## config.mk

```make
export PLATFORM = sky130hd
export DESIGN_NAME = can_voice_frame_reassembler
export DESIGN_NICKNAME = d
export VERILOG_FILES = /design/src/hw/rtl/cvfr_pkg.sv /design/src/hw/rtl/can_voice_frame_reassembler.sv /design/src/hw/rtl/cvfr_ram.sv /design/src/hw/rtl/cvfr_front.sv /design/src/hw/rtl/cvfr_cmd_queue.sv /design/src/hw/rtl/cvfr_back.sv
export SDC_FILE = /design/constraint.sdc
export NUM_CORES = 1
export LEC_CHECK = 0
export BUFFER_PORTS_ARGS = -buffer_cell sky130_fd_sc_hd__buf_2
export CAP_MARGIN = 5
export CORE_UTILIZATION = 40
export DETAILED_ROUTE_END_ITERATION = 10
export GPL_TIMING_DRIVEN = 0
export PLACE_DENSITY = 0.56
export SYNTH_ARGS = -nofsm -noshare
export SYNTH_HDL_FRONTEND = slang
export SYNTH_HIERARCHICAL = 1
export SYNTH_SLANG_ARGS = --single-unit
```

## constraint.sdc

```tcl
create_clock -name i_clk -period 13.4 [get_ports i_clk]
set_input_delay 1.34 -clock i_clk [delete_from_list [all_inputs] [get_ports i_clk]]
set_output_delay 1.34 -clock i_clk [all_outputs]
set_load 0.02 [all_outputs]
```

## src/hw/rtl/cvfr_pkg.sv

```systemverilog
// ----------------------------------------------------------------------------
// cvfr_pkg
// Shared types and constants of the CAN voice frame reassembler: the
// classified command passed from front to back and the fixed field widths.
// ----------------------------------------------------------------------------
package cvfr_pkg;

    // Fixed field widths
    localparam int LEN_W      = 4;
    localparam int BYTE_W     = 8;
    localparam int POS_W      = 5;
    localparam int PAYLOAD_N  = 7;   // data bytes 1..7
    localparam int NBYTES_W   = 3;   // 0..7 bytes appended per packet
    localparam int CFG_IDX_W  = 2;
    localparam int PKT_W      = 3;

    // Frame rules
    localparam logic [LEN_W-1:0] MAX_LEN       = 4'd8;
    localparam logic [PKT_W-1:0] FRAME_PACKETS = 3'd3;
    localparam logic [PKT_W-1:0] PACKET_SAT    = 3'd4;

    // Command queue depth between front and back
    localparam int QDEPTH = 2;

    // Configuration register indexes
    localparam logic [CFG_IDX_W-1:0] CFG_FIRST_ID  = 2'd0;
    localparam logic [CFG_IDX_W-1:0] CFG_SECOND_ID = 2'd1;
    localparam logic [CFG_IDX_W-1:0] CFG_THIRD_ID  = 2'd2;

    // Reset values of the packet type registers
    localparam logic [BYTE_W-1:0] RST_FIRST_ID  = 8'd1;
    localparam logic [BYTE_W-1:0] RST_SECOND_ID = 8'd2;
    localparam logic [BYTE_W-1:0] RST_THIRD_ID  = 8'd3;

    // Command kinds
    typedef enum logic [1:0] {
        OP_CLEAR  = 2'd0,
        OP_APPEND = 2'd1,
        OP_FINAL  = 2'd2
    } t_op;

    // One classified packet
    typedef struct packed {
        t_op                                op;
        logic [NBYTES_W-1:0]                nbytes;
        logic [PAYLOAD_N-1:0][BYTE_W-1:0]   bytes;   // bytes[0] is data byte 1
    } t_cmd;

    // Front to queue push
    typedef struct packed {
        logic push;
        t_cmd cmd;
    } t_push;

endpackage

```

## src/hw/rtl/can_voice_frame_reassembler.sv

```systemverilog
// The back end pops a packet while idle and writes its payload bytes (up to 7)
// one per cycle; a final packet then passes a check state, and a completed frame
// drains FRAME_BYTES bytes via the output register, one per cycle unless stalled.
// The front takes a frame whenever the 2-entry command queue has room.
// Synchronous active-low reset clears counts and queue and restores type ids
// 1, 2, 3; the frame store is not cleared.
// ----------------------------------------------------------------------------
// can_voice_frame_reassembler
// Reassembles three CAN voice packets into one frame and streams its bytes.
// ----------------------------------------------------------------------------
module can_voice_frame_reassembler #(
    parameter int FRAME_BYTES = 20
) (
    input  logic                               i_clk,
    input  logic                               i_rst_n,
    // configuration write port
    input  logic                               i_cfg_we,
    input  logic [cvfr_pkg::CFG_IDX_W-1:0]     i_cfg_idx,
    input  logic [cvfr_pkg::BYTE_W-1:0]        i_cfg_data,
    // received CAN frames
    input  logic                               s_axis_tvalid,
    output logic                               s_axis_tready,
    // [3:0] frame_length, [11:4] data_byte_1 ... [59:52] data_byte_7, [63:60] zero
    input  logic [63:0]                        s_axis_tdata,
    // [7:0] data_byte_0 (packet type)
    input  logic [7:0]                         s_axis_tuser,
    // frame bytes
    output logic                               m_axis_tvalid,
    input  logic                               m_axis_tready,
    // [7:0] frame_byte, [12:8] byte_position, [15:13] zero
    output logic [15:0]                        m_axis_tdata,
    output logic                               m_axis_tlast
);

    localparam int QCW = $clog2(cvfr_pkg::QDEPTH + 1);

    logic [cvfr_pkg::PAYLOAD_N-1:0][cvfr_pkg::BYTE_W-1:0] payload;
    cvfr_pkg::t_push             push;
    cvfr_pkg::t_cmd              q_cmd;
    logic                        q_full;
    logic                        q_valid;
    logic                        q_pop;
    logic [QCW-1:0]              q_count;
    logic [cvfr_pkg::BYTE_W-1:0] frame_byte;
    logic [cvfr_pkg::POS_W-1:0]  byte_position;

    // Unpack payload bytes 1..7
    always_comb begin
        for (int i = 0; i < cvfr_pkg::PAYLOAD_N; i++) begin
            payload[i] = s_axis_tdata[cvfr_pkg::LEN_W + i*cvfr_pkg::BYTE_W +: cvfr_pkg::BYTE_W];
        end
    end

    cvfr_front u_front (
        .i_clk          (i_clk),
        .i_rst_n        (i_rst_n),
        .i_cfg_we       (i_cfg_we),
        .i_cfg_idx      (i_cfg_idx),
        .i_cfg_data     (i_cfg_data),
        .i_valid        (s_axis_tvalid),
        .o_ready        (s_axis_tready),
        .i_frame_length (s_axis_tdata[cvfr_pkg::LEN_W-1:0]),
        .i_type         (s_axis_tuser),
        .i_payload      (payload),
        .i_q_full       (q_full),
        .o_push         (push)
    );

    cvfr_cmd_queue u_queue (
        .i_clk   (i_clk),
        .i_rst_n (i_rst_n),
        .i_push  (push),
        .o_full  (q_full),
        .o_valid (q_valid),
        .o_cmd   (q_cmd),
        .i_pop   (q_pop),
        .o_count (q_count)
    );

    cvfr_back #(
        .FRAME_BYTES (FRAME_BYTES)
    ) u_back (
        .i_clk           (i_clk),
        .i_rst_n         (i_rst_n),
        .i_q_valid       (q_valid),
        .i_q_cmd         (q_cmd),
        .o_q_pop         (q_pop),
        .o_valid         (m_axis_tvalid),
        .i_ready         (m_axis_tready),
        .o_frame_byte    (frame_byte),
        .o_byte_position (byte_position),
        .o_last_byte     (m_axis_tlast)
    );

    assign m_axis_tdata = {3'b000, byte_position, frame_byte};

    // Queue never takes a command while full
    a_no_push_full: assert property (@(posedge i_clk) disable iff (!i_rst_n)
        push.push |-> (q_count != QCW'(cvfr_pkg::QDEPTH)))
        else $error("command pushed into full queue");

    // An accepted frame lands in the queue
    a_accept_queued: assert property (@(posedge i_clk) disable iff (!i_rst_n)
        (s_axis_tvalid && s_axis_tready) |=> (q_count != '0))
        else $error("accepted frame missing from queue");

    // Last byte carries the final position
    a_last_pos: assert property (@(posedge i_clk) disable iff (!i_rst_n)
        (m_axis_tvalid && m_axis_tlast)
            |-> (byte_position == cvfr_pkg::POS_W'(FRAME_BYTES - 1)))
        else $error("last byte at wrong position");

    // No result straight out of reset
    a_reset_quiet: assert property (@(posedge i_clk)
        !i_rst_n |=> !m_axis_tvalid)
        else $error("output valid after reset");

endmodule

```

## src/hw/rtl/cvfr_ram.sv

```systemverilog
// ----------------------------------------------------------------------------
// cvfr_ram
// Generic single write port, single read port RAM with registered read data.
// ----------------------------------------------------------------------------
module cvfr_ram #(
    parameter int WIDTH = 8,
    parameter int DEPTH = 20
) (
    input  logic                     i_clk,
    input  logic                     i_we,
    input  logic [$clog2(DEPTH)-1:0] i_waddr,
    input  logic [WIDTH-1:0]         i_wdata,
    input  logic                     i_re,
    input  logic [$clog2(DEPTH)-1:0] i_raddr,
    output logic [WIDTH-1:0]         o_rdata
);

    logic [WIDTH-1:0] r_mem [DEPTH];
    logic [WIDTH-1:0] r_rdata;

    // Write port
    always_ff @(posedge i_clk) begin
        if (i_we) begin
            r_mem[i_waddr] <= i_wdata;
        end
    end

    // Registered read, hold when not enabled
    always_ff @(posedge i_clk) begin
        if (i_re) begin
            r_rdata <= r_mem[i_raddr];
        end
    end

    assign o_rdata = r_rdata;

endmodule

```

## src/hw/rtl/cvfr_front.sv

```systemverilog
// ----------------------------------------------------------------------------
// cvfr_front
// Holds the packet type registers, accepts CAN frames and classifies each
// into a clear, append or final command for the back end.
// ----------------------------------------------------------------------------
module cvfr_front (
    input  logic                                    i_clk,
    input  logic                                    i_rst_n,
    // configuration
    input  logic                                    i_cfg_we,
    input  logic [cvfr_pkg::CFG_IDX_W-1:0]          i_cfg_idx,
    input  logic [cvfr_pkg::BYTE_W-1:0]             i_cfg_data,
    // incoming frames
    input  logic                                    i_valid,
    output logic                                    o_ready,
    input  logic [cvfr_pkg::LEN_W-1:0]              i_frame_length,
    input  logic [cvfr_pkg::BYTE_W-1:0]             i_type,
    input  logic [cvfr_pkg::PAYLOAD_N-1:0][cvfr_pkg::BYTE_W-1:0] i_payload,
    // queue side
    input  logic                                    i_q_full,
    output cvfr_pkg::t_push                         o_push
);

    logic [cvfr_pkg::BYTE_W-1:0] r_first_id;
    logic [cvfr_pkg::BYTE_W-1:0] r_second_id;
    logic [cvfr_pkg::BYTE_W-1:0] r_third_id;

    logic [cvfr_pkg::LEN_W-1:0]  len_clamped;
    cvfr_pkg::t_cmd              cmd;

    // Update type registers on a write
    always_ff @(posedge i_clk) begin
        if (!i_rst_n) begin
            r_first_id  <= cvfr_pkg::RST_FIRST_ID;
            r_second_id <= cvfr_pkg::RST_SECOND_ID;
            r_third_id  <= cvfr_pkg::RST_THIRD_ID;
        end else if (i_cfg_we) begin
            unique case (i_cfg_idx)
                cvfr_pkg::CFG_FIRST_ID:  r_first_id  <= i_cfg_data;
                cvfr_pkg::CFG_SECOND_ID: r_second_id <= i_cfg_data;
                cvfr_pkg::CFG_THIRD_ID:  r_third_id  <= i_cfg_data;
                default: ;
            endcase
        end
    end

    // Clamp the length code to eight bytes
    assign len_clamped = (i_frame_length > cvfr_pkg::MAX_LEN) ? cvfr_pkg::MAX_LEN
                                                              : i_frame_length;

    // Classify: first and second take precedence over third
    always_comb begin
        cmd.bytes  = i_payload;
        cmd.op     = cvfr_pkg::OP_CLEAR;
        cmd.nbytes = '0;
        priority if (len_clamped == '0) begin
            cmd.op = cvfr_pkg::OP_CLEAR;
        end else if (i_type == r_first_id || i_type == r_second_id) begin
            cmd.op     = cvfr_pkg::OP_APPEND;
            cmd.nbytes = cvfr_pkg::NBYTES_W'(len_clamped - 4'd1);
        end else if (i_type == r_third_id) begin
            // last byte of the final packet is reserved
            cmd.op     = cvfr_pkg::OP_FINAL;
            cmd.nbytes = (len_clamped < 4'd2) ? '0
                                              : cvfr_pkg::NBYTES_W'(len_clamped - 4'd2);
        end else begin
            cmd.op = cvfr_pkg::OP_CLEAR;
        end
    end

    assign o_ready     = !i_q_full;
    assign o_push.push = i_valid && !i_q_full;
    assign o_push.cmd  = cmd;

endmodule

```

## src/hw/rtl/cvfr_cmd_queue.sv

```systemverilog
// ----------------------------------------------------------------------------
// cvfr_cmd_queue
// Short FIFO of classified commands between the front and the back end.
// ----------------------------------------------------------------------------
module cvfr_cmd_queue (
    input  logic                                     i_clk,
    input  logic                                     i_rst_n,
    input  cvfr_pkg::t_push                          i_push,
    output logic                                     o_full,
    output logic                                     o_valid,
    output cvfr_pkg::t_cmd                           o_cmd,
    input  logic                                     i_pop,
    output logic [$clog2(cvfr_pkg::QDEPTH+1)-1:0]    o_count
);

    localparam int PW = $clog2(cvfr_pkg::QDEPTH);
    localparam int CW = $clog2(cvfr_pkg::QDEPTH+1);

    cvfr_pkg::t_cmd  r_mem [cvfr_pkg::QDEPTH];
    logic [PW-1:0]   r_wp, n_wp;
    logic [PW-1:0]   r_rp, n_rp;
    logic [CW-1:0]   r_cnt, n_cnt;
    logic            do_push;
    logic            do_pop;

    assign o_full  = (r_cnt == CW'(cvfr_pkg::QDEPTH));
    assign o_valid = (r_cnt != '0);
    assign o_cmd   = r_mem[r_rp];
    assign o_count = r_cnt;

    assign do_push = i_push.push && !o_full;
    assign do_pop  = i_pop && o_valid;

    // Advance pointers and count
    always_comb begin
        n_wp  = r_wp;
        n_rp  = r_rp;
        n_cnt = r_cnt;
        if (do_push) begin
            n_wp = (r_wp == PW'(cvfr_pkg::QDEPTH-1)) ? '0 : r_wp + 1'b1;
        end
        if (do_pop) begin
            n_rp = (r_rp == PW'(cvfr_pkg::QDEPTH-1)) ? '0 : r_rp + 1'b1;
        end
        unique case ({do_push, do_pop})
            2'b10:   n_cnt = r_cnt + 1'b1;
            2'b01:   n_cnt = r_cnt - 1'b1;
            default: n_cnt = r_cnt;
        endcase
    end

    always_ff @(posedge i_clk) begin
        if (!i_rst_n) begin
            r_wp  <= '0;
            r_rp  <= '0;
            r_cnt <= '0;
        end else begin
            r_wp  <= n_wp;
            r_rp  <= n_rp;
            r_cnt <= n_cnt;
        end
    end

    // Store the pushed command
    always_ff @(posedge i_clk) begin
        if (do_push) begin
            r_mem[r_wp] <= i_push.cmd;
        end
    end

endmodule

```

## src/hw/rtl/cvfr_back.sv

```systemverilog
// ----------------------------------------------------------------------------
// cvfr_back
// Carries out queued commands: appends payload bytes to the frame store one
// per cycle, checks a finished run, and drains a complete frame to the
// output register.
// ----------------------------------------------------------------------------
module cvfr_back #(
    parameter int FRAME_BYTES = 20
) (
    input  logic                          i_clk,
    input  logic                          i_rst_n,
    // command queue
    input  logic                          i_q_valid,
    input  cvfr_pkg::t_cmd                i_q_cmd,
    output logic                          o_q_pop,
    // result stream
    output logic                          o_valid,
    input  logic                          i_ready,
    output logic [cvfr_pkg::BYTE_W-1:0]   o_frame_byte,
    output logic [cvfr_pkg::POS_W-1:0]    o_byte_position,
    output logic                          o_last_byte
);

    localparam int AW = $clog2(FRAME_BYTES);       // store address
    localparam int WW = $clog2(FRAME_BYTES + 2);   // write count, saturates at +1
    localparam int RW = $clog2(FRAME_BYTES + 1);   // drain counter, reaches depth

    typedef enum logic [3:0] {
        ST_IDLE   = 4'b0001,
        ST_APPEND = 4'b0010,
        ST_CHECK  = 4'b0100,
        ST_DRAIN  = 4'b1000
    } t_state;

    t_state                                           r_state, n_state;
    logic [WW-1:0]                                    r_wc, n_wc;
    logic [cvfr_pkg::PKT_W-1:0]                       r_pc, n_pc;
    logic [cvfr_pkg::PAYLOAD_N-1:0][cvfr_pkg::BYTE_W-1:0] r_bytes, n_bytes;
    logic [cvfr_pkg::NBYTES_W-1:0]                    r_idx, n_idx;
    logic [cvfr_pkg::NBYTES_W-1:0]                    r_cnt, n_cnt;
    logic                                             r_final, n_final;
    logic [RW-1:0]                                    r_rd, n_rd;
    logic                                             r_pend, n_pend;
    logic [AW-1:0]                                    r_pend_addr, n_pend_addr;
    logic                                             r_out_valid, n_out_valid;
    logic [cvfr_pkg::BYTE_W-1:0]                      r_out_byte;
    logic [cvfr_pkg::POS_W-1:0]                       r_out_pos;
    logic                                             r_out_last;

    logic                          ram_we;
    logic [cvfr_pkg::BYTE_W-1:0]   ram_rdata;
    logic                          issue;
    logic                          can_load;
    logic                          load;
    logic                          complete;

    // Frame store
    cvfr_ram #(
        .WIDTH (cvfr_pkg::BYTE_W),
        .DEPTH (FRAME_BYTES)
    ) u_store (
        .i_clk   (i_clk),
        .i_we    (ram_we),
        .i_waddr (r_wc[AW-1:0]),
        .i_wdata (r_bytes[r_idx]),
        .i_re    (issue),
        .i_raddr (r_rd[AW-1:0]),
        .o_rdata (ram_rdata)
    );

    assign can_load = !r_out_valid || i_ready;
    assign load     = r_pend && can_load;
    assign complete = (r_pc == cvfr_pkg::FRAME_PACKETS) && (r_wc == WW'(FRAME_BYTES));
    assign ram_we   = (r_state == ST_APPEND) && (r_wc < WW'(FRAME_BYTES));
    assign issue    = (r_state == ST_DRAIN) && (r_rd != RW'(FRAME_BYTES))
                      && (!r_pend || can_load);

    // Sequence commands
    always_comb begin
        n_state = r_state;
        n_wc    = r_wc;
        n_pc    = r_pc;
        n_bytes = r_bytes;
        n_idx   = r_idx;
        n_cnt   = r_cnt;
        n_final = r_final;
        n_rd    = r_rd;
        o_q_pop = 1'b0;
        unique case (r_state)
            ST_IDLE: begin
                if (i_q_valid) begin
                    o_q_pop = 1'b1;
                    if (i_q_cmd.op == cvfr_pkg::OP_CLEAR) begin
                        n_wc = '0;
                        n_pc = '0;
                    end else begin
                        if (r_pc != cvfr_pkg::PACKET_SAT) begin
                            n_pc = r_pc + 1'b1;
                        end
                        n_bytes = i_q_cmd.bytes;
                        n_cnt   = i_q_cmd.nbytes;
                        n_idx   = '0;
                        n_final = (i_q_cmd.op == cvfr_pkg::OP_FINAL);
                        priority if (i_q_cmd.nbytes != '0) begin
                            n_state = ST_APPEND;
                        end else if (i_q_cmd.op == cvfr_pkg::OP_FINAL) begin
                            n_state = ST_CHECK;
                        end else begin
                            n_state = ST_IDLE;
                        end
                    end
                end
            end
            ST_APPEND: begin
                // one byte a cycle, drop past capacity, saturate the count
                if (r_wc != WW'(FRAME_BYTES + 1)) begin
                    n_wc = r_wc + 1'b1;
                end
                n_idx = r_idx + 1'b1;
                if (r_idx == r_cnt - 1'b1) begin
                    n_state = r_final ? ST_CHECK : ST_IDLE;
                end
            end
            ST_CHECK: begin
                n_wc = '0;
                n_pc = '0;
                n_rd = '0;
                n_state = complete ? ST_DRAIN : ST_IDLE;
            end
            ST_DRAIN: begin
                if (issue) begin
                    n_rd = r_rd + 1'b1;
                end
                if (r_rd == RW'(FRAME_BYTES) && !r_pend) begin
                    n_state = ST_IDLE;
                end
            end
            default: n_state = ST_IDLE;
        endcase
    end

    // Track the read in flight and the output register
    always_comb begin
        n_pend      = r_pend;
        n_pend_addr = r_pend_addr;
        n_out_valid = r_out_valid;
        if (i_ready) begin
            n_out_valid = 1'b0;
        end
        if (load) begin
            n_out_valid = 1'b1;
            n_pend      = 1'b0;
        end
        if (issue) begin
            n_pend      = 1'b1;
            n_pend_addr = r_rd[AW-1:0];
        end
    end

    always_ff @(posedge i_clk) begin
        if (!i_rst_n) begin
            r_state     <= ST_IDLE;
            r_wc        <= '0;
            r_pc        <= '0;
            r_rd        <= '0;
            r_pend      <= 1'b0;
            r_out_valid <= 1'b0;
        end else begin
            r_state     <= n_state;
            r_wc        <= n_wc;
            r_pc        <= n_pc;
            r_rd        <= n_rd;
            r_pend      <= n_pend;
            r_out_valid <= n_out_valid;
        end
    end

    // Payload registers
    always_ff @(posedge i_clk) begin
        r_bytes     <= n_bytes;
        r_idx       <= n_idx;
        r_cnt       <= n_cnt;
        r_final     <= n_final;
        r_pend_addr <= n_pend_addr;
        if (load) begin
            r_out_byte <= ram_rdata;
            r_out_pos  <= cvfr_pkg::POS_W'(r_pend_addr);
            r_out_last <= (r_pend_addr == AW'(FRAME_BYTES - 1));
        end
    end

    assign o_valid         = r_out_valid;
    assign o_frame_byte    = r_out_byte;
    assign o_byte_position = r_out_pos;
    assign o_last_byte     = r_out_last;

endmodule

```

After elaboration in Yosys (flattened, before gate mapping)

Memory sizes are Yosys's and may differ from the RTL's. A register that Yosys moved wholly into a read port is not among the register bits.
Cells that the tools add are included.

Register bits after elaboration: 129
Bits in writable memories: 282
Input port bits: 87
Output and inout bits: 19
Word-level logic and storage cells: 155
Memories: 2

Memories:

| memory               | depth | bits a word | read ports | clocked after memory_dff | wr ports | RTL line             | RTL |
|---|---|---|---|---|---|---|---|
| u_back.u_store.r_mem | 20    | 8           | 1          | 1                        | 1        | cvfr_ram.sv:18       | `logic [WIDTH-1:0] r_mem [DEPTH];` |
| u_queue.r_mem        | 2     | 61          | 1          | 1                        | 1        | cvfr_cmd_queue.sv:19 | `cvfr_pkg::t_cmd r_mem [cvfr_pkg::QDEPTH];` |

Add/subtract/negate cells: 11
Magnitude comparators: 4
Eq/ne operators: 29
Mux-type cells: 46
Bitwise operators: 1
Reduce and logical (&&, ||, !) cells: 36

Operator list:

| operator                                                           | count |
|---|---|
| 3-bit two-way mux                                                  | 10 |
| 4-bit two-way mux                                                  | 7 |
| 5-bit two-way mux                                                  | 5 |
| 8-bit binary-select mux with 3-bit select                          | 1 |
| 8-bit equality test                                                | 3 |
| 4-bit case mux with 4 select lines                                 | 1 |
| 5-bit equality test, second input constant                         | 3 |
| 5-bit case mux with 3 select lines                                 | 1 |
| 1-bit two-way mux                                                  | 14 |
| 2-bit nonzero test                                                 | 7 |
| 3-bit case mux with 2 select lines                                 | 2 |
| 5-bit by 1-bit adder with 5-bit output, second input constant      | 2 |
| 2-bit inequality test, second input constant                       | 5 |
| 5-bit inequality test, second input constant                       | 2 |
| 5-bit case mux with 2 select lines                                 | 1 |
| 1-bit logical AND                                                  | 9 |
| 3-bit AND reduction                                                | 3 |
| 2-bit equality test, second input constant                         | 4 |
| 8-bit two-way mux                                                  | 1 |
| 2-bit AND reduction                                                | 4 |
| 4-bit AND reduction                                                | 2 |
| 3-bit by 1-bit adder with 3-bit output, second input constant      | 2 |
| 3-bit nonzero test                                                 | 2 |
| 3-bit by 1-bit subtractor with 3-bit output, second input constant | 2 |
| 25 further kinds                                                   | 34 |

Longest topological paths before layout

Gate-level depths: netlist (run 1).

Depth in word-level cells: 7
Gate-level depth with buffers: 8
Gate-level depth less buffers: 8

Cells and area by module

The synthesis (run 1) kept the hierarchy.

By module, submodules not included:

| module                      | times used | cells an instance | area each (um^2) | seq. area each (um^2) |
|---|---|---|---|---|
| cvfr_ram                    | 1          | 308               | 6,562.5          | 5,044.8 |
| cvfr_cmd_queue              | 1          | 216               | 4,623.2          | 3,763.6 |
| cvfr_back                   | 1          | 292               | 4,216.5          | 2,842.7 |
| cvfr_front                  | 1          | 191               | 1,761.7          | 480.5 |
| can_voice_frame_reassembler | 1          | 4                 | 26.3             | 0.0 |

Worst setup path before layout (run 1)

OpenSTA, ideal clock, no wires.

Path type: register -> register
From: register u_back.r_state[1]
To: register u_back/r_bytes[0] (netlist bit) (enable)
Setup time: 485 ps
Arrival time: 3,735 ps
Required time: 12,915 ps
Setup slack: 9,180 ps
Cell stages (with the launch flop): 5
Clock period less this slack: 4,220 ps
Cell sequence: dfxtp_1 > buf_2 > nor4b_4 > and2_1 > nor2b_1

Longest elaborated chain between the ends: 2

Ends and longest elaborated chain:

| what                                           | RTL line         | RTL |
|---|---|---|
| from (decl)                                    | cvfr_back.sv:35  | `t_state r_state, n_state;` |
| from (signal assigned)                         | cvfr_back.sv:169 | `r_state <= n_state;` |
| 4-bit by 1-bit equality test with 1-bit output | cvfr_back.sv:89  | `unique case (r_state)` |
| 3-bit AND reduction (no line)                  | --               |  |
| to (signal assigned)                           | cvfr_back.sv:180 | `r_bytes <= n_bytes;` |
| to (decl)                                      | cvfr_back.sv:38  | `logic [cvfr_pkg::PAYLOAD_N-1:0][cvfr_pkg::BYTE_W-1:0] r_bytes, n_bytes;` |

Every way passes these cells.
A chain may end at the register's enable or synchronous reset.

Worst setup path after layout (run 1)

From: register u_back.r_state[3]
To: memory u_back.u_store.r_mem[128][3], in the netlist u_back/u_store/r_mem[16][3] (enable)

Longest elaborated chain between the ends: 4

Ends and longest elaborated chain:

| what                                           | RTL line        | RTL |
|---|---|---|
| 4-bit by 2-bit equality test with 1-bit output | cvfr_back.sv:74 | `assign ram_we = (r_state == ST_APPEND) && (r_wc < WW'(FRAME_BYTES));` |
| 1-bit logical AND                              | cvfr_back.sv:74 |  |
| via u_back.ram_we                              | cvfr_back.sv:50 | `logic ram_we;` |
| 1-bit two-way mux                              | cvfr_ram.sv:23  | `if (i_we) begin` |
| 1-bit two-way mux (implied by the code)        | cvfr_ram.sv:24  | `r_mem[i_waddr] <= i_wdata;` |
| to (decl)                                      | cvfr_ram.sv:18  |  |

The timed path passes the listed nets, and every way through them passes these cells.

==> key figures, run 1 <==
Synthesis
  • Register area share after synthesis: 0.706
  • Top FF cell, synth: edfxtp_1
  • Ranking of synthesized cells by area: edfxtp_1, dfxtp_1, mux2_2, mux4_2, mux2i_1
  • Asr flop ratio synth: 0
  • Netlist cell types: 68
  • Post-Syn Instances: 1011
  • Cell taking the most area after synthesis: edfxtp_1
  • Post-synth EDFFs: 372
  • YS warnings: 6
  • Post-Syn Area: 0.0172 sq mm
  • Synth top area share: 0.650
  • Synth Register Bits: 420
  • Mean post-synth cell area: 17.0 sq um

Timing
  • Final period util: 0.228
  • Setup TNS: 0 ps
  • Final Max Tran Viols: 0
  • Min Tclk post-route: 3050 ps
  • Slew of the pin with the lowest slew margin: 1110 ps
  • Final hold violations: 0
  • Slew margin rel.: 0.247
  • Fmax: 0.328 GHz
  • Setup Skew: 32.5 ps
  • Final setup fails: 0
  • Final worst slack: 10350 ps
  • RSZ-0062 raised after global routing: false

Finish
  • Layout area overhead: 14.8%
  • Nets: 1210
  • Register area: 0.0121 sq mm
  • Area of the multi-input gates: 0.00432 sq mm
  • Inserted Diodes: 0
  • Layout fillers: 3570
  • Layout cells sized above 1: 0.284
  • Final Util: 0.468
  • Fin cells: 1685

Setup path
  • WS Path Type: register to register
  • WP data arrival: 3200 ps
  • Worst reg2reg endpoint: u_back/u_store/r_mem[16][3]$_DFFE_PP_
  • Crit path launch type: register
  • Worst path required time: 13550 ps
  • Critical Path Fanout Max: 9
  • Type of destination of the critical path: register
  • FF-to-FF path depth: 6
  • Worst r2r src: u_back/r_state[3]$_SDFFE_PN0P_
  • R2r setup slk: 10350 ps

Hold path
  • Hold Path Depth: 0
  • Worst Hold End: u_back/o_frame_byte[6]$_DFFE_PP_
  • Worst min-delay path class: register to register
  • Hold_sp: u_back/u_store/o_rdata[6]$_DFFE_PP_

Clocking
  • Clock sinks: 420
  • Number of buffers inserted by hold repair at cts: 0
  • Post-CTS Setup Bufs: 0
  • Htree depth: 2
  • TritonCTS Buffers: 46
  • Gates resized, CTS repair: 0
  • Root buf cell: clkbuf_16
  • Skew-Pair Late Insertion Delay: 560 ps
  • Worst-path clk slew: 60 ps
  • CTS max path bufs: 3
  • CTS tree: yes

Power
  • Pint: 0.00281 W
  • Static Leak: 6.69 nW
  • Pwr Density: 195 mW/mm^2
  • Max IR drop VDD: 0.000128 V
  • Switching power: 0.00103 W
  • Combinational Power Share: 0.199
  • Sequential power share: 0.480
  • Switching Fraction: 0.269
  • Clock power share: 0.321

Placed design
  • Placed Instances: 1602
  • Worst slack at placement: 10190 ps
  • IO Port Bufs: 42
  • Post-DP HPWL: 21900 microns
  • Gpl congestion: 0.774

Run status
  • Status: finished clean

Detailed routing
  • Antenna viol nets, final: 0
  • DRT Pass-1 Iters: 7
  • Via Count: 8522
  • Wire per inst: 19.7 microns
  • Vias per inst: 5.06
  • Total Wirelength: 33200 microns
  • # DRC: 0
  • Iter 0 DRT Violations: 447

Die
  • Die height: 209 microns
  • Core ar.: 0.0421 sq mm
  • Cell Rows: 75
  • Starting Density: 0.408
  • DIE WIDTH: 209 microns
  • Die area: 0.0438 sq mm
  • I/O Pins: 106

Global routing
  • Largest net degree at the start of global routing: 62
  • GRT Residual Overflow: 0
  • First-pass GRT wire length: 50800 microns
  • Vias in the first global route: 8743
  • Total track usage: 0.154
  • Initial antenna violation count: 0

Flow run
  • Max cap viols: 0
[power groups by stage]
stage | registers, W | logic (W) | clock network (W)
floorplan | 0.00187 | 0.000471 | 0
global placement | 0.00190 | 0.000701 | 0
detailed placement | 0.00187 | 0.000784 | 0
CTS | 0.00185 | 0.000788 | 0.00127
global route | 0.00186 | 0.000836 | 0.00132
finish | 0.00184 | 0.000766 | 0.00124
[metrics by stage]
step | hold slack [ps] | power [W] | instance area (sq um)
2_1_floorplan | 400 | 0.00234 | 17200
3_3_place_gp | 402 | 0.00260 | 18100
3_5_place_dp | 405 | 0.00266 | 18200
4_1_cts | 419 | 0.00391 | 19700
5_1_grt | 424 | 0.00402 | 19700
6_report | 417 | 0.00385 | 19700
[final cells by class]
| cell class | instances | share of cell area |
|---|---|---|
| inverter | 19 | 0.00374 |
| tap | 539 | 0.0342 |
| timing repair buffer | 50 | 0.0169 |
| multi-input combinational | 475 | 0.219 |
| buffer | 99 | 0.0361 |
| clock buffer | 55 | 0.0611 |
| sequential | 420 | 0.615 |
| clock inverter | 28 | 0.0142 |
[metal layers]
metal	global-route usage	wire, microns	vias up
li1	-	-	4038
met1	0.201	14700	4255
met2	0.263	16400	176
met3	0.0292	1460	53
met4	0.0444	670	0
met5	0	0	-
[synth_stat cells (4+ instances only)]
master and instances:
a31oi_1 5, or3_1 8, mux2_2 62, buf_2 16, and2_1 5, mux4_2 29, a21oi_1 33, nand2b_1 4
dfxtp_1 48, clkbuf_1 9, nand3_1 7, nand2_1 23, nor2_1 51, mux2i_1 60, a221oi_1 8, edfxtp_1 372
xor2_1 27, o21ai_0 13, buf_6 7, mux4_1 11, xnor2_1 6, o211ai_1 8, nor2b_1 30, buf_4 60
ha_1 12, nand3b_1 7, inv_1 18, nor3b_1 4, nor3_1 5
[cells in the final DEF, fill, tap and decap left out, drive strengths merged, types with 6 or more instances in the layout]
cell type / instances
edfxtp: 372
buf: 137
clkbuf: 67
mux2: 62
mux2i: 60
nor2: 51
dfxtp: 48
mux4: 40
a21oi: 33
nor2b: 30
xor2: 27
nand2: 23
inv: 21
clkinv: 19
o21ai: 16
ha: 12
or3: 9
a221oi: 9
o211ai: 8
nand3b: 7
nand3: 7
xnor2: 6
nor4b: 6
[worst max-delay path, stage by stage (launching register included)]
cell and delay [ps]:
dfxtp_1 300, buf_2 180, or4b_4 490, buf_6 160
nor2_1 210, or3b_2 540, nor2_1 770
[sequential cells by signal, summed over array words and instances, names as in the netlist, 2 cells and up, named ones only]
register	count
u_back/u_store/r_mem	160
u_back/u_store/o_rdata	8
u_queue/r_mem	122
u_back/r_rd	5
u_back/r_idx	3
u_back/o_frame_byte	8
u_back/r_state	4
u_back/r_cnt	3
u_back/o_byte_position	5
u_queue/o_count	2
u_back/r_pc	3
u_front/r_second_id	8
u_front/r_third_id	8
u_back/r_bytes	56
u_back/r_wc	5
u_front/r_first_id	8
u_back/r_pend_addr	5
[cells by family (layout without fill, tap and decap cells)]
family,Yosys count,in the layout,share of synthesized area
AOI/OAI and AO/OA,91,91,0.0345
other,1,3,0.000218
buffers and inverters,118,251,0.0456
muxes,162,162,0.130
xor gates and xnor gates,33,33,0.0168
DFF,420,420,0.706
and+or+nand+nor,174,174,0.0580
adders and majority gates,12,12,0.00873
[how the worst max path moves through the flow]
stage / from / end / slack, ps / cells past startpoint
2_1_floorplan: u_back/r_state[1]$_SDFFE_PN0P_ / u_back/r_bytes[0]$_DFFE_PP_ / 9180 / 4
5_1_grt: u_back/r_state[3]$_SDFFE_PN0P_ / u_back/u_store/r_mem[16][3]$_DFFE_PP_ / 10230 / 6
6_report: u_back/r_state[3]$_SDFFE_PN0P_ / u_back/u_store/r_mem[16][3]$_DFFE_PP_ / 10350 / 6
4_1_cts: u_back/r_state[0]$_SDFFE_PN1P_ / u_back/u_store/r_mem[16][3]$_DFFE_PP_ / 10350 / 6
3_3_place_gp: register / u_back/r_bytes[23]$_DFFE_PP_ / 7250 / 5
3_5_place_dp: s_axis_tvalid / u_queue/r_mem[0][21]$_DFFE_PP_ / 10190 / 5
Power figures use the tool's default switching activity.
==> inputs of run 2 (changes only) <==
==> constraint.sdc (replaced) <==
create_clock -name i_clk -period 3 [get_ports i_clk]
set_input_delay 0.3 -clock i_clk [delete_from_list [all_inputs] [get_ports i_clk]]
set_output_delay 0.3 -clock i_clk [all_outputs]
set_load 0.02 [all_outputs]
==> run 2 against run 1 <==
The flow now finishes with violations (setup timing). Register-to-register slack worse by 10000 ps. Clock skew down 6.7 ps. Clock power rose to 4.4 times the previous value. Worst hold slack worse by 390 ps. Via count up 1.5%. Power rose to 4.5 times the previous value. Combinational power rose to 4.4 times the previous value. Core utilization up 1.4 points.
==> key figures, run 2 (same netlist as run 1, synthesis figures left out) <==
Run status
  • Failing checks: setup timing
  • Status: finished, violations left

Clocking
  • Post-CTS Setup Bufs: 0 (unchanged)
  • TritonCTS Buffers: 45 (-2.2%)
  • Worst-path clk slew: 60 ps (about the same)
  • Clock sinks: 420 (unchanged)
  • Root buf cell: clkbuf_16
  • Skew-Pair Late Insertion Delay: 570 ps (about the same)
  • CTS max path bufs: 3 (unchanged)
  • Htree depth: 2 (unchanged)
  • CTS tree: yes

Timing
  • Fmax: 0.332 GHz (+1.3%)
  • Slew of the pin with the lowest slew margin: 1020 ps (-93.8 ps)
  • Final hold violations: 0 (unchanged)
  • Min Tclk post-route: 3010 ps (-37.8 ps)
  • RSZ-0062 raised after global routing: true
  • Final setup fails: 1 (+1)
  • Slew margin rel.: 0.318 (+0.0705)
  • Final Max Tran Viols: 0 (unchanged)
  • Setup TNS: -10.8 ps (-10.8 ps)
  • Final worst slack: -10.8 ps (-10360 ps)
  • Final period util: 1.00 (+0.776)
  • Setup Skew: 25.9 ps (-6.68 ps)

Die
  • Starting Density: 0.408 (unchanged)
  • Cell Rows: 75 (unchanged)
  • I/O Pins: 106 (unchanged)
  • Die area: 0.0438 sq mm (unchanged)
  • Die height: 209 microns (unchanged)
  • DIE WIDTH: 209 microns (unchanged)
  • Core ar.: 0.0421 sq mm (unchanged)

Detailed routing
  • Wire per inst: 19.2 microns (-2.6%)
  • Total Wirelength: 33400 microns (+0.68%)
  • Via Count: 8649 (+1.5%)
  • Vias per inst: 4.97 (-1.8%)
  • Antenna viol nets, final: 0 (unchanged)
  • # DRC: 0 (unchanged)
  • DRT Pass-1 Iters: 4 (-3)
  • Iter 0 DRT Violations: 475 (+6.3%)

Placed design
  • Placed Instances: 1601 (-0.062%)
  • IO Port Bufs: 42 (unchanged)
  • Worst slack at placement: 6.08 ps (-10180 ps)
  • Post-DP HPWL: 21600 microns (-1.2%)
  • Gpl congestion: 0.742 (-4.1%)

Setup path
  • Crit path launch type: register
  • Critical Path Fanout Max: 9 (unchanged)
  • Worst reg2reg endpoint: u_back/u_store/r_mem[16][6]$_DFFE_PP_
  • Worst r2r src: u_back/r_state[0]$_SDFFE_PN1P_
  • WS Path Type: register to register
  • FF-to-FF path depth: 6 (unchanged)
  • Worst path required time: 3170 ps (-10380 ps)
  • R2r setup slk: -10 ps (-10360 ps)
  • WP data arrival: 3180 ps (-20 ps)
  • Type of destination of the critical path: register

Power
  • Overall Power: 0.0171 W (+350%)
  • Max IR drop VDD: 0.000454 V (+260%)
  • Static Leak: 6.91 nW (+3.3%)
  • Pwr Density: 844 mW/mm^2 (+330%)

Global routing
  • GRT Residual Overflow: 0 (unchanged)
  • Total track usage: 0.157 (+0.00247)
  • Largest net degree at the start of global routing: 62 (unchanged)
  • Initial antenna violation count: 0 (unchanged)
  • Vias in the first global route: 8923 (+2.1%)
  • First-pass GRT wire length: 51600 microns (+1.6%)

Flow run
  • Max cap viols: 0 (unchanged)

Hold path
  • Worst min-delay path class: primary input to register
  • Hold Path Depth: 3 (+3)
  • Worst Hold End: u_front/r_third_id[3]$_SDFFE_PN0P_
  • Hold_sp: i_cfg_data[3]

Finish
  • Final Util: 0.482 (+0.0137)
  • Fin cells: 1741 (+3.3%)
  • Nets: 1268 (+4.8%)
  • Layout fillers: 3519 (-1.4%)
  • Top Registers: u_back/u_store/r_mem: 160 flops, u_queue/r_mem: 122 flops, u_back/r_bytes: 56 flops
  • Inserted Diodes: 0 (unchanged)
  • Register area: 0.0121 sq mm (unchanged)
  • Layout area overhead: 18.1%
  • Reg with most FFs: u_back/u_store/r_mem
  • Most common cell after layout, fill and taps aside: edfxtp_1
  • Number of flip-flops in the largest register: 160 (unchanged)
  • Layout cells sized above 1: 0.270 (-0.0149)
  • Area of the multi-input gates: 0.00433 sq mm (+0.23%)
  • Most frequent cells in the layout: edfxtp_1, buf_4, mux2_2
[run 2: worst max-delay path by stage]
stage / startpoint / end / cells past startpoint
final: u_back/r_state[0]$_SDFFE_PN1P_ / u_back/u_store/r_mem[16][6]$_DFFE_PP_ / 6
after global routing: u_back/r_state[0]$_SDFFE_PN1P_ / u_back/u_store/r_mem[0][5]$_DFFE_PP_ / 6
after CTS: u_back/r_state[0]$_SDFFE_PN1P_ / u_back/u_store/r_mem[4][3]$_DFFE_PP_ / 6
after detailed placement: u_back/r_state[0]$_SDFFE_PN1P_ / u_back/u_store/r_mem[12][7]$_DFFE_PP_ / 6
after global placement: u_back/r_idx[1]$_SDFFCE_PN0P_ / u_back/u_store/r_mem[7][5]$_DFFE_PP_ / 5
after floorplan: u_queue/o_count[0]$_SDFFE_PN0P_ / u_queue/r_mem[0][0]$_DFFE_PP_ / 6
[run 2: metrics by stage]
step	instance area, sq um	hold slack (ps)
after floorplan	17200	400
after CTS	20300	0.264
final	20300	27.9
after detailed placement	18200	405
after global routing	20300	33.6
after global placement	18100	402
[run 2: what timing repair did]
item,4_1_cts,5_1_grt
hold buffers,60,0
hold endpoints to repair,118,0
gates cloned,0,0
endpoints found under the setup margin,8,61
resized for setup,1,5
[run 2: power by group]
| group | switching [W] | leakage [nW] | internal (W) | total [W] |
|---|---|---|---|---|
| clock | 0.00219 | 0.713 | 0.00331 | 0.00550 |
| combinational | 0.00218 | 2.42 | 0.00122 | 0.00340 |
| sequential | 0.000196 | 3.77 | 0.00805 | 0.00825 |
| total | 0.00457 | 6.91 | 0.0126 | 0.0171 |
[run 2: routing by layer]
metal | share of wire | wire (microns) | vias up | track usage
met3 | 0.037 | 1240 | 46 | 0.0277
li1 | - | - | 4152 | -
met5 | 0 | 0 | - | 0
met2 | 0.49 | 16400 | 168 | 0.263
met4 | 0.019 | 651 | 0 | 0.0489
met1 | 0.45 | 15100 | 4283 | 0.208
[run 2: final cells by class]
cell class              instances  area share
clock buffers                  52      0.0578
clock inverters                28      0.0145
well taps                     539      0.0332
repair buffers                109      0.0451
flip-flops and latches        420       0.597
plain buffers                  99      0.0352
multi-input cells             475       0.213
inverters                      19     0.00363
[run 2: critical path: stages, from the launching register on]
cell and delay [ps]:
dfxtp_1 310, buf_6 130, or4b_4 530, buf_6 160, nor2_1 200, or3b_2 570, nor2_1 710
